File: config.mk
export PLATFORM = sky130hd
export DESIGN_NAME = pareto_frontier_update_top
export DESIGN_NICKNAME = d
export VERILOG_FILES = /design/src/design/pfu_pkg.sv /design/src/design/pareto_frontier_update_top.sv
export SDC_FILE = /design/constraint.sdc
export NUM_CORES = 2
export LEC_CHECK = 0
export BUFFER_PORTS_ARGS = -buffer_cell sky130_fd_sc_hd__buf_2
export CORE_ASPECT_RATIO = 1.1
export CORE_MARGIN = 2
export CORE_UTILIZATION = 50
export CTS_CLUSTER_SIZE = 20
export DETAILED_ROUTE_END_ITERATION = 8
export PLACE_DENSITY_LB_ADDON = 0.08
export SLEW_MARGIN = 0
export SYNTH_ARGS = -nofsm -noshare
export SYNTH_HDL_FRONTEND = slang
export SYNTH_SLANG_ARGS = --single-unit
File: constraint.sdc
create_clock -name i_clk -period 18.38 [get_ports i_clk]
set_input_delay 0 -clock i_clk [delete_from_list [all_inputs] [get_ports i_clk]]
set_output_delay 0 -clock i_clk [all_outputs]
set_load 0.02 [all_outputs]
File: src/design/pfu_pkg.sv
`timescale 1ns / 1ps
// shared types and constants of the pareto frontier update block
package pfu_pkg;

    localparam int FRONT_DEPTH_DEF = 16;

    localparam int LAT_W   = 32;
    localparam int MEM_W   = 48;
    localparam int TAG_W   = 64;
    localparam int IDX_W   = 4;
    localparam int CNT_W   = 5;
    localparam int OC_W    = 3;

    // command codes
    localparam logic CMD_INSERT = 1'b0;
    localparam logic CMD_READ   = 1'b1;

    // outcome codes
    localparam logic [OC_W-1:0] OC_ADDED     = 3'd0;
    localparam logic [OC_W-1:0] OC_DOMINATED = 3'd1;
    localparam logic [OC_W-1:0] OC_IGNORED   = 3'd2;
    localparam logic [OC_W-1:0] OC_FULL      = 3'd3;
    localparam logic [OC_W-1:0] OC_READ      = 3'd4;

    typedef struct packed {
        logic             cmd;
        logic             gate_passed;
        logic [LAT_W-1:0] latency;
        logic [MEM_W-1:0] mem_use;
        logic [TAG_W-1:0] plan_tag;
        logic [IDX_W-1:0] entry_index;
    } t_req;

    typedef struct packed {
        logic [OC_W-1:0]  outcome;
        logic [CNT_W-1:0] removed_count;
        logic [CNT_W-1:0] frontier_count;
        logic [LAT_W-1:0] low_latency;
        logic [MEM_W-1:0] low_memory;
        logic [LAT_W-1:0] entry_latency;
        logic [MEM_W-1:0] entry_memory;
        logic [TAG_W-1:0] entry_tag;
        logic             entry_valid;
    } t_rsp;

    typedef struct packed {
        logic [LAT_W-1:0] latency;
        logic [MEM_W-1:0] memory;
        logic [TAG_W-1:0] tag;
    } t_entry;

    typedef enum logic [2:0] {
        S_IDLE,
        S_RD_WAIT,
        S_CHK,
        S_CMP,
        S_PUSH
    } t_state;

endpackage

File: src/design/pareto_frontier_update_top.sv
`timescale 1ns / 1ps
// two-objective pareto frontier table with insert and read requests
//
// Keeps up to FRONT_DEPTH points (latency, memory, tag) in insertion order in
// one single-port-read, single-port-write synchronous memory, both objectives
// minimized. Each request gives exactly one response. A read request passes
// through S_RD_WAIT and S_PUSH to the response register; an ignored insert or
// the first point into an empty table goes straight to S_PUSH. Any other
// insert scans the table twice through the memory read port, one entry per
// cycle: a first pass looks for an entry that dominates the candidate, a
// second pass (skipped if one is found) drops the entries the candidate
// dominates and compacts the survivors in place, then appends the candidate
// if a slot is free, so the memory read port sets the rate. One request is in
// work at a time; a finished response waits in the output register while the
// next request is taken. Table entries hold no reset value, only those below
// the count are ever read.
module pareto_frontier_update_top #(
    parameter int FRONT_DEPTH = pfu_pkg::FRONT_DEPTH_DEF
) (
    input  logic          i_clk,
    input  logic          i_rst_n,
    input  logic          i_req_valid,
    output logic          o_req_ready,
    input  pfu_pkg::t_req i_req,
    output logic          o_rsp_valid,
    input  logic          i_rsp_ready,
    output pfu_pkg::t_rsp o_rsp
);
    import pfu_pkg::*;

    localparam int AW   = $clog2(FRONT_DEPTH);
    localparam int CW   = $clog2(FRONT_DEPTH + 1);
    localparam int CMPW = CW + IDX_W;

    // table memory
    t_entry r_mem [FRONT_DEPTH];
    t_entry r_rd_data;
    logic          rd_en;
    logic [AW-1:0] rd_addr;
    logic          wr_en;
    logic [AW-1:0] wr_addr;
    t_entry        wr_data;

    // sequencer and architectural state
    t_state r_state, n_state;
    logic [CW-1:0]    r_count,   n_count;
    logic [LAT_W-1:0] r_min_lat, n_min_lat;
    logic [MEM_W-1:0] r_min_mem, n_min_mem;

    // per-request working registers
    t_req             r_req,       n_req;
    logic [OC_W-1:0]  r_outcome,   n_outcome;
    logic [CW-1:0]    r_removed,   n_removed;
    logic [CW-1:0]    r_rd_idx,    n_rd_idx;
    logic [CW-1:0]    r_wr_idx,    n_wr_idx;
    logic             r_rd_pend,   n_rd_pend;
    logic             r_beaten,    n_beaten;
    logic             r_hit,       n_hit;
    t_entry           r_ent,       n_ent;
    logic             r_ent_valid, n_ent_valid;

    // response register
    logic r_out_valid;
    t_rsp r_out;
    t_rsp rsp_next;

    logic   scan_done;
    logic   push_ok;
    logic   rd_hit;
    t_entry cand;

    // a dominates b: no worse on both objectives and strictly better on one
    function automatic logic dominates(
        input logic [LAT_W-1:0] al, input logic [MEM_W-1:0] am,
        input logic [LAT_W-1:0] bl, input logic [MEM_W-1:0] bm
    );
        return (al <= bl) && (am <= bm) && ((al < bl) || (am < bm));
    endfunction

    // both passes end once every issued read has come back
    assign scan_done = (r_rd_idx == r_count) && !r_rd_pend;
    assign push_ok   = !r_out_valid || i_rsp_ready;
    assign rd_hit    = CMPW'(i_req.entry_index) < CMPW'(r_count);
    assign cand      = '{latency: r_req.latency, memory: r_req.mem_use,
                         tag: r_req.plan_tag};

    // memory: one write and one registered read per cycle
    always_ff @(posedge i_clk) begin
        if (wr_en) begin
            r_mem[wr_addr] <= wr_data;
        end
        if (rd_en) begin
            r_rd_data <= r_mem[rd_addr];
        end
    end

    // next state
    always_comb begin
        n_state = r_state;
        unique case (r_state)
            S_IDLE: begin
                if (i_req_valid) begin
                    if (i_req.cmd == CMD_READ) begin
                        n_state = S_RD_WAIT;
                    end else if (!i_req.gate_passed || (r_count == '0)) begin
                        n_state = S_PUSH;
                    end else begin
                        n_state = S_CHK;
                    end
                end
            end
            S_RD_WAIT: n_state = S_PUSH;
            S_CHK: begin
                if (scan_done) begin
                    n_state = r_beaten ? S_PUSH : S_CMP;
                end
            end
            S_CMP: begin
                if (scan_done) begin
                    n_state = S_PUSH;
                end
            end
            S_PUSH: begin
                if (push_ok) begin
                    n_state = S_IDLE;
                end
            end
            default: n_state = S_IDLE;
        endcase
    end

    // datapath and memory control per state
    always_comb begin
        rd_en       = 1'b0;
        rd_addr     = '0;
        wr_en       = 1'b0;
        wr_addr     = '0;
        wr_data     = cand;
        n_count     = r_count;
        n_min_lat   = r_min_lat;
        n_min_mem   = r_min_mem;
        n_req       = r_req;
        n_outcome   = r_outcome;
        n_removed   = r_removed;
        n_rd_idx    = r_rd_idx;
        n_wr_idx    = r_wr_idx;
        n_rd_pend   = 1'b0;
        n_beaten    = r_beaten;
        n_hit       = r_hit;
        n_ent       = r_ent;
        n_ent_valid = r_ent_valid;
        unique case (r_state)
            S_IDLE: begin
                if (i_req_valid) begin
                    n_req       = i_req;
                    n_removed   = '0;
                    n_rd_idx    = '0;
                    n_wr_idx    = '0;
                    n_beaten    = 1'b0;
                    n_hit       = 1'b0;
                    n_ent       = '0;
                    n_ent_valid = 1'b0;
                    n_outcome   = OC_ADDED;
                    if (i_req.cmd == CMD_READ) begin
                        // out-of-range index never touches the memory
                        n_outcome = OC_READ;
                        n_hit     = rd_hit;
                        rd_en     = rd_hit;
                        rd_addr   = AW'(i_req.entry_index);
                    end else if (!i_req.gate_passed) begin
                        n_outcome = OC_IGNORED;
                    end else if (r_count == '0) begin
                        // first point: stored as is, loads both minima
                        wr_en     = 1'b1;
                        wr_addr   = '0;
                        wr_data   = '{latency: i_req.latency,
                                      memory: i_req.mem_use,
                                      tag: i_req.plan_tag};
                        n_count   = CW'(1);
                        n_min_lat = i_req.latency;
                        n_min_mem = i_req.mem_use;
                    end else begin
                        if (i_req.latency < r_min_lat) begin
                            n_min_lat = i_req.latency;
                        end
                        if (i_req.mem_use < r_min_mem) begin
                            n_min_mem = i_req.mem_use;
                        end
                    end
                end
            end
            S_RD_WAIT: begin
                n_ent       = r_hit ? r_rd_data : '0;
                n_ent_valid = r_hit;
            end
            S_CHK: begin
                // pass one: is the candidate beaten by any stored entry
                if (r_rd_idx < r_count) begin
                    rd_en     = 1'b1;
                    rd_addr   = AW'(r_rd_idx);
                    n_rd_idx  = r_rd_idx + CW'(1);
                    n_rd_pend = 1'b1;
                end
                if (r_rd_pend && dominates(r_rd_data.latency, r_rd_data.memory,
                                           r_req.latency, r_req.mem_use)) begin
                    n_beaten = 1'b1;
                end
                if (scan_done) begin
                    n_rd_idx = '0;
                    if (r_beaten) begin
                        n_outcome = OC_DOMINATED;
                    end
                end
            end
            S_CMP: begin
                // pass two: compact survivors; write slot never passes read slot
                if (r_rd_idx < r_count) begin
                    rd_en     = 1'b1;
                    rd_addr   = AW'(r_rd_idx);
                    n_rd_idx  = r_rd_idx + CW'(1);
                    n_rd_pend = 1'b1;
                end
                if (r_rd_pend) begin
                    if (dominates(r_req.latency, r_req.mem_use,
                                  r_rd_data.latency, r_rd_data.memory)) begin
                        n_removed = r_removed + CW'(1);
                    end else begin
                        wr_en    = 1'b1;
                        wr_addr  = AW'(r_wr_idx);
                        wr_data  = r_rd_data;
                        n_wr_idx = r_wr_idx + CW'(1);
                    end
                end
                if (scan_done) begin
                    if (r_wr_idx < CW'(FRONT_DEPTH)) begin
                        wr_en     = 1'b1;
                        wr_addr   = AW'(r_wr_idx);
                        wr_data   = cand;
                        n_count   = r_wr_idx + CW'(1);
                        n_outcome = OC_ADDED;
                    end else begin
                        n_count   = r_wr_idx;
                        n_outcome = OC_FULL;
                    end
                end
            end
            S_PUSH: begin
            end
            default: begin
            end
        endcase
    end

    // response assembled from the committed state
    always_comb begin
        rsp_next.outcome        = r_outcome;
        rsp_next.removed_count  = CNT_W'(r_removed);
        rsp_next.frontier_count = CNT_W'(r_count);
        rsp_next.low_latency    = r_min_lat;
        rsp_next.low_memory     = r_min_mem;
        rsp_next.entry_latency  = r_ent.latency;
        rsp_next.entry_memory   = r_ent.memory;
        rsp_next.entry_tag      = r_ent.tag;
        rsp_next.entry_valid    = r_ent_valid;
    end

    // control registers
    always_ff @(posedge i_clk) begin
        if (!i_rst_n) begin
            r_state     <= S_IDLE;
            r_count     <= '0;
            r_min_lat   <= '0;
            r_min_mem   <= '0;
            r_rd_pend   <= 1'b0;
            r_beaten    <= 1'b0;
            r_out_valid <= 1'b0;
        end else begin
            r_state   <= n_state;
            r_count   <= n_count;
            r_min_lat <= n_min_lat;
            r_min_mem <= n_min_mem;
            r_rd_pend <= n_rd_pend;
            r_beaten  <= n_beaten;
            if ((r_state == S_PUSH) && push_ok) begin
                r_out_valid <= 1'b1;
            end else if (i_rsp_ready) begin
                r_out_valid <= 1'b0;
            end
        end
    end

    // payload registers
    always_ff @(posedge i_clk) begin
        r_req       <= n_req;
        r_outcome   <= n_outcome;
        r_removed   <= n_removed;
        r_rd_idx    <= n_rd_idx;
        r_wr_idx    <= n_wr_idx;
        r_hit       <= n_hit;
        r_ent       <= n_ent;
        r_ent_valid <= n_ent_valid;
        if ((r_state == S_PUSH) && push_ok) begin
            r_out <= rsp_next;
        end
    end

    assign o_req_ready = (r_state == S_IDLE);
    assign o_rsp_valid = r_out_valid;
    assign o_rsp       = r_out;

endmodule
======== Yosys cells after proc, flatten, opt, wreduce, memory -nomap -nowiden ========
Memory sizes are Yosys's and may differ from the RTL's. A register that Yosys moved wholly into a read port is not among the register bits.
Cells that the tools add are included.
storage, ports and cells
  bits in registers ....................... 637
  RAM bits ................................ 2,304
  input bits .............................. 154
  output and inout bits ................... 240
  word-level logic and storage cells ...... 178
  memories kept ........................... 1
memory list
  memory  words  width  rd ports  clocked after Yosys merged registers in  wr ports  line                              source
  r_mem   16     144    1         1                                        1         pareto_frontier_update_top.sv:36  t_entry r_mem [FRONT_DEPTH];
cells by class
  add/sub/neg operators ................... 3
  order comparisons ....................... 13
  equality and inequality tests ........... 17
  muxes and demuxes ....................... 79
  bitwise gates (word level) .............. 1
  reduce and logical (&&, ||, !) cells .... 36
operator list
  cell                 count
  $mux 144             10
  $pmux 144 s2         2
  $lt 48x48->1         3
  $le 48x48->1         2
  $lt 32x32->1         3
  $mux 48              2
  $mux 5               13
  $le 32x32->1         2
  $mux 32              2
  $mux 3               12
  $mux 4               8
  $pmux 5 s2           3
  $ne 2x2->1 const B   10
  $mux 1               17
  $add 5x1->5 const B  3
  $pmux 3 s5           1
  $pmux 5 s3           1
  $reduce_and 5->1     3
  $reduce_and 4->1     3
  $reduce_bool 2->1    6
  $pmux 3 s3           1
  $pmux 1 s2           4
  $pmux 4 s2           1
  $reduce_and 2->1     4
  19 further kinds     33

======== Depth between registers and ports, before layout ========
  depth after elaboration ................. 10
  depth in mapped cells ................... 15
  gate-level depth less buffers ........... 12

======== Worst setup path after synthesis ========
No wires, ideal clock.
  kind .................................... register to register
  start ................................... reg r_req (netlist bit cand[77])
  end ..................................... mem r_mem[8][0] in the netlist's numbering, enable pin
  setup time .............................. 1.050 ns
  data arrival time ....................... 16.583 ns
  data required time ...................... 17.330 ns
  slack ................................... 0.747 ns
  cell stages (with the launch flop) ...... 10
  clock period less this slack ............ 17.633 ns
  cells stage by stage .................... edfxtp_1 > ha_1 > nand4_1 > nor3_1 > a21boi_1 > o41ai_1 > a31o_1 > nand3_1 > a21oi_1 > nor4b_1
on the way
  word-level cells in the longest chain between the ends .. 10
RTL lines
  item                                                   line                               source
  start, declared                                        pareto_frontier_update_top.sv:51   t_req r_req, n_req;
  start signal, assigned                                 pareto_frontier_update_top.sv:294  r_req <= n_req;
  $le 48x48->1 or $lt 48x48->1 (tied branches)           pareto_frontier_update_top.sv:77   return (al <= bl) && (am <= bm) && ((al < bl) || (am < bm));
  $logic_and 1x1->1 or $logic_or 1x1->1 (tied branches)  pareto_frontier_update_top.sv:77
  $logic_and 1x1->1 (*)                                  pareto_frontier_update_top.sv:77
  $mux 1                                                 pareto_frontier_update_top.sv:224  if (dominates(r_req.latency, r_req.mem_use,
  $mux 1                                                 pareto_frontier_update_top.sv:223  if (r_rd_pend) begin
  $mux 1                                                 pareto_frontier_update_top.sv:235  if (r_wr_idx < CW'(FRONT_DEPTH)) begin
  $mux 1                                                 pareto_frontier_update_top.sv:234  if (scan_done) begin
  $pmux 1 s2                                             pareto_frontier_update_top.sv:152  unique case (r_state)
  $mux 1                                                 pareto_frontier_update_top.sv:89   if (wr_en) begin
  $mux 1 (implied by the code)                           pareto_frontier_update_top.sv:90   r_mem[wr_addr] <= wr_data;
  end, declared                                          pareto_frontier_update_top.sv:36
Every way passes the cells marked *; elsewhere a longest branch is shown, timed or not.

======== Worst setup path in the final report ========
  start ................................... reg r_rd_idx[1]
  end ..................................... reg, netlist name r_rd_data[48]
on the way
  word-level cells in the longest chain between the ends .. 3
RTL lines
  item                                      line                                                                  source
  start, declared                           pareto_frontier_update_top.sv:54                                      logic [CW-1:0] r_rd_idx, n_rd_idx;
  start signal, assigned                    pareto_frontier_update_top.sv:297                                     r_rd_idx <= n_rd_idx;
  $lt 5x5->1                                pareto_frontier_update_top.sv:198, pareto_frontier_update_top.sv:217
  $mux 4 or $mux 1 (tied branches)          pareto_frontier_update_top.sv:198, pareto_frontier_update_top.sv:217
  $pmux 4 s2 or $pmux 1 s2 (tied branches)  pareto_frontier_update_top.sv:152
Parallel ways exist; a longest one is shown, timed or not.
A chain may end at the register's enable or synchronous reset.

==> flow_metrics.tcl <==
set metrics [dict create \
    outcome "finished clean" \
    route.final.wire_length_mm 340 \
    die_w_um 471 \
    grt_first_pass_wirelength_mm 481 \
    synth_ff_type "edfxtp_1" \
    layout-area-overhead-vs-synth_pct 15.6 \
    num-nets-final 7252 \
    setup_total_negative_slack_ns 0 \
    grt.total_usage_pct 27.6 \
    synth-warning-count 0 \
    timing.critical_path.slowest_stage_cell "buf_4" \
    wl_per_cell_um 33.0 \
    synth_area_leaders "edfxtp_1 75%, mux4_2 11%, ha_1 1.8%" \
    placement.io_buffers 393 \
    final_cell_area_mm2 0.139 \
    cts.root.buffer_cell "clkbuf_16" \
    final_hold_viol_count 0 \
    synth_top_cell_by_area "edfxtp_1" \
    layout-drive-gt1-share_pct 22.0 \
    timing.critical_path.mode_cell "buf_4" \
    met2_usage_pct 43.9 \
    slew_violations 0 \
    ys_seq_area_share_pct 76.5 \
    num_cts_buffers 327 \
    postPlaceCellArea_mm2 0.126 \
    first_pass_iters 5 \
    netlist_instances 6143 \
    worst-path-max-fanout 47 \
    tightestPinTransition_ns 1.20 \
    final.setup_skew_ns 0.0430 \
    worst_skew_pair.late_latency_ns 0.95 \
    cts_setup_buffers 0 \
    worst_path_largest_cell_delay_ns 0.87 \
    minimum_period_implied_by_the_final_worst_setup_slack_ns 7.18 \
    cts_num_sinks 3085 \
    vias_per_cell 6.33 \
    max_cap_violations 0 \
    vias 65322 \
    postSynthRegisterBits 3085 \
    avgSynthCellArea_um2 19.5 \
    ioPinCount 394 \
    synthesized_nets 6468 \
    grt_setup_unrepaired "no" \
    post-dp-hpwl_mm 170 \
    mappedNetlistArea_mm2 0.120 \
    grtUsageMet3_pct 4.05 \
    remaining_drc_errors 0 \
    period_share_pct 39.1 \
    synth_edf_count 2994 \
    min_path_type "in -> reg" \
    crit_required_ns 19.05 \
    synthDistinctLibCells 67 \
    core-area_mm2 0.239 \
    cts_tree "yes" \
    final_antenna_net_count 0 \
    chipHeight_um 518 \
    relSlewSlack_pct 20.0 \
    max_freq_ghz 0.139 \
    setup_violations_final 0 \
    timing.critical_path.cells "ha_1, nor2b_1, o21a_1, o21a_1, o21a_1, nor2_1, ha_1, a22oi_2, buf_4, buf_4, buf_4, buf_4, buf_4, mux4_2, a22oi_1, nand3_1" \
    static-leakage-power_nw 46.3 \
    grt_antenna_before_repair 21 \
    grt_busiest_layer "met2" \
    grt-ovfl-total 0 \
    worst_setup_hold_path_clk_slew_ns 0.06 \
    setup_cp_type "reg -> reg" \
    synth.top_cell.area_share_pct 74.9 \
    crit_path_start_kind "register" \
    htree_levels 5 \
    cts_buffer_depth 4 \
    starting_density_of_the_core_pct 50.3 \
    asyncSetResetFlopFracSynth_pct 0 \
    place.gp.congestion 0.818 \
    placementRows 188 \
    worstSetupEndpointType "register" \
    grt_pass1_vias 64765 \
    power-per-cell-area_mw_per_mm2 109 \
    peakVddDrop_mv 0.0821 \
    globalRouteMet1Util_pct 40.0 \
    detail_route.iter0.violations 8000 \
    grt_start_max_net_pins 138 \
    die-area_mm2 0.244 \
    crit_arrival_ns 7.85 \
]
-- through the flow --
step           worst slack, ns  hold slack [ns]  power (mW)  util [%]  std cells
6_report                 11.20           0.0617        15.2      58.1      10314
5_1_grt                  10.47           0.0409        15.6      58.1      10308
4_1_cts                  10.94         0.000565        15.3      58.1      10304
3_5_place_dp             10.91            0.189        8.93      52.7       9436
3_3_place_gp             10.96            0.190        8.91      52.7       9436
2_1_floorplan            0.747           0.0989        8.62         -       6143
-- synthesized netlist by cell type (49+ instances only) --
master,n
edfxtp_1,2994
mux4_2,576
nand3_1,336
nand2_1,325
and3_1,201
ha_1,171
inv_1,171
clkbuf_1,165
buf_2,148
a22oi_1,147
a221o_1,144
dfxtp_1,91
nor4_1,86
and2_1,71
a21oi_1,56
nor2_1,52
o311ai_0,49
-- worst max-delay path: cells and delay by family, from the launching register on --
| family | cells | cell delay [ns] |
|---|---|---|
| buffers and inverters | 5 | 3.83 |
| multiplexers | 1 | 0.60 |
| AND/OR/NAND/NOR | 3 | 0.41 |
| AO/OA/AOI/OAI | 5 | 0.90 |
| flip-flops | 1 | 0.46 |
| adder cells (fa/ha/maj) | 2 | 0.55 |
-- where the power goes --
| part | total, mW | switching, mW | internal [mW] |
|---|---|---|---|
| sequential | 7.99 | 0.0614 | 7.92 |
| clock | 6.33 | 2.64 | 3.68 |
| combinational | 0.855 | 0.566 | 0.289 |
-- final timing paths --
check | from | to | slack, ns | cells past startpoint
min | i_req[98] | r_min_mem[30] | 0.06 | 4
max reg2reg | r_rd_idx[1] | r_rd_data[48] | 11.20 | 16
min reg2reg | r_ent[46] | o_rsp[47] | 0.40 | 0
max | r_rd_idx[1] | r_rd_data[48] | 11.20 | 16
-- area by class of cell --
type | instances | area (um2)
antenna | 10 | 25.0
clock buffer | 411 | 8640
clock inverter | 160 | 1430
fill | 17779 | 99900
inverter | 171 | 649
multi-input combinational | 2523 | 26100
sequential | 3085 | 91700
tap | 3135 | 3920
timing repair buffer | 819 | 6130
-- metal layers --
layer | up-vias | part of all wire [%]
li1 | 26902 | -
met1 | 34785 | 41
met2 | 3179 | 48
met3 | 456 | 7.9
met4 | 0 | 2.7
met5 | - | 0
-- timing repair --
| item | CTS | global route |
|---|---|---|
| hold buffers | 297 | 0 |
| hold endpoints to repair | 1426 | 0 |
| gates resized for setup | 0 | 0 |
-- cell families (layout without fill, tap and decap cells) --
| group | count (synthesis) | in the layout | synth area share, % |
|---|---|---|---|
| compound gates | 593 | 593 | 3.90 |
| xor+xnor | 11 | 11 | 0.0803 |
| fa+ha+maj | 171 | 171 | 1.78 |
| buf+inv | 535 | 1561 | 1.98 |
| flops | 3085 | 3085 | 76.5 |
| mux | 578 | 578 | 10.8 |
| other cells | 0 | 10 | 0 |
| simple gates | 1170 | 1170 | 4.97 |
-- flip-flops by register name (all words and copies together), names as in the netlist --
register and count:
r_rd_idx 5, r_wr_idx 5, r_count 5, r_min_lat 32, r_rd_pend 1, r_ent 144, r_ent_valid 1, r_mem 2304
r_state 3, o_rsp 238, r_hit 1, r_outcome 3, cand 144, r_removed 5, r_min_mem 48, o_rsp_valid 1
r_beaten 1, r_rd_data 144
-- cell usage in the layout, fill, tap and decap left out, types with 89 or more instances in the layout --
cell	synthesis	layout
a221o_1	144	144
a22oi_1	147	147
and3_1	201	200
buf_2	148	392
buf_4	19	112
clkbuf_16	0	332
dfxtp_1	91	89
dlygate4sd3_1	0	297
edfxtp_1	2994	2994
ha_1	171	171
inv_1	171	170
mux4_2	576	576
nand2_1	325	323
nand3_1	336	336
Power figures use the tool's default switching activity.
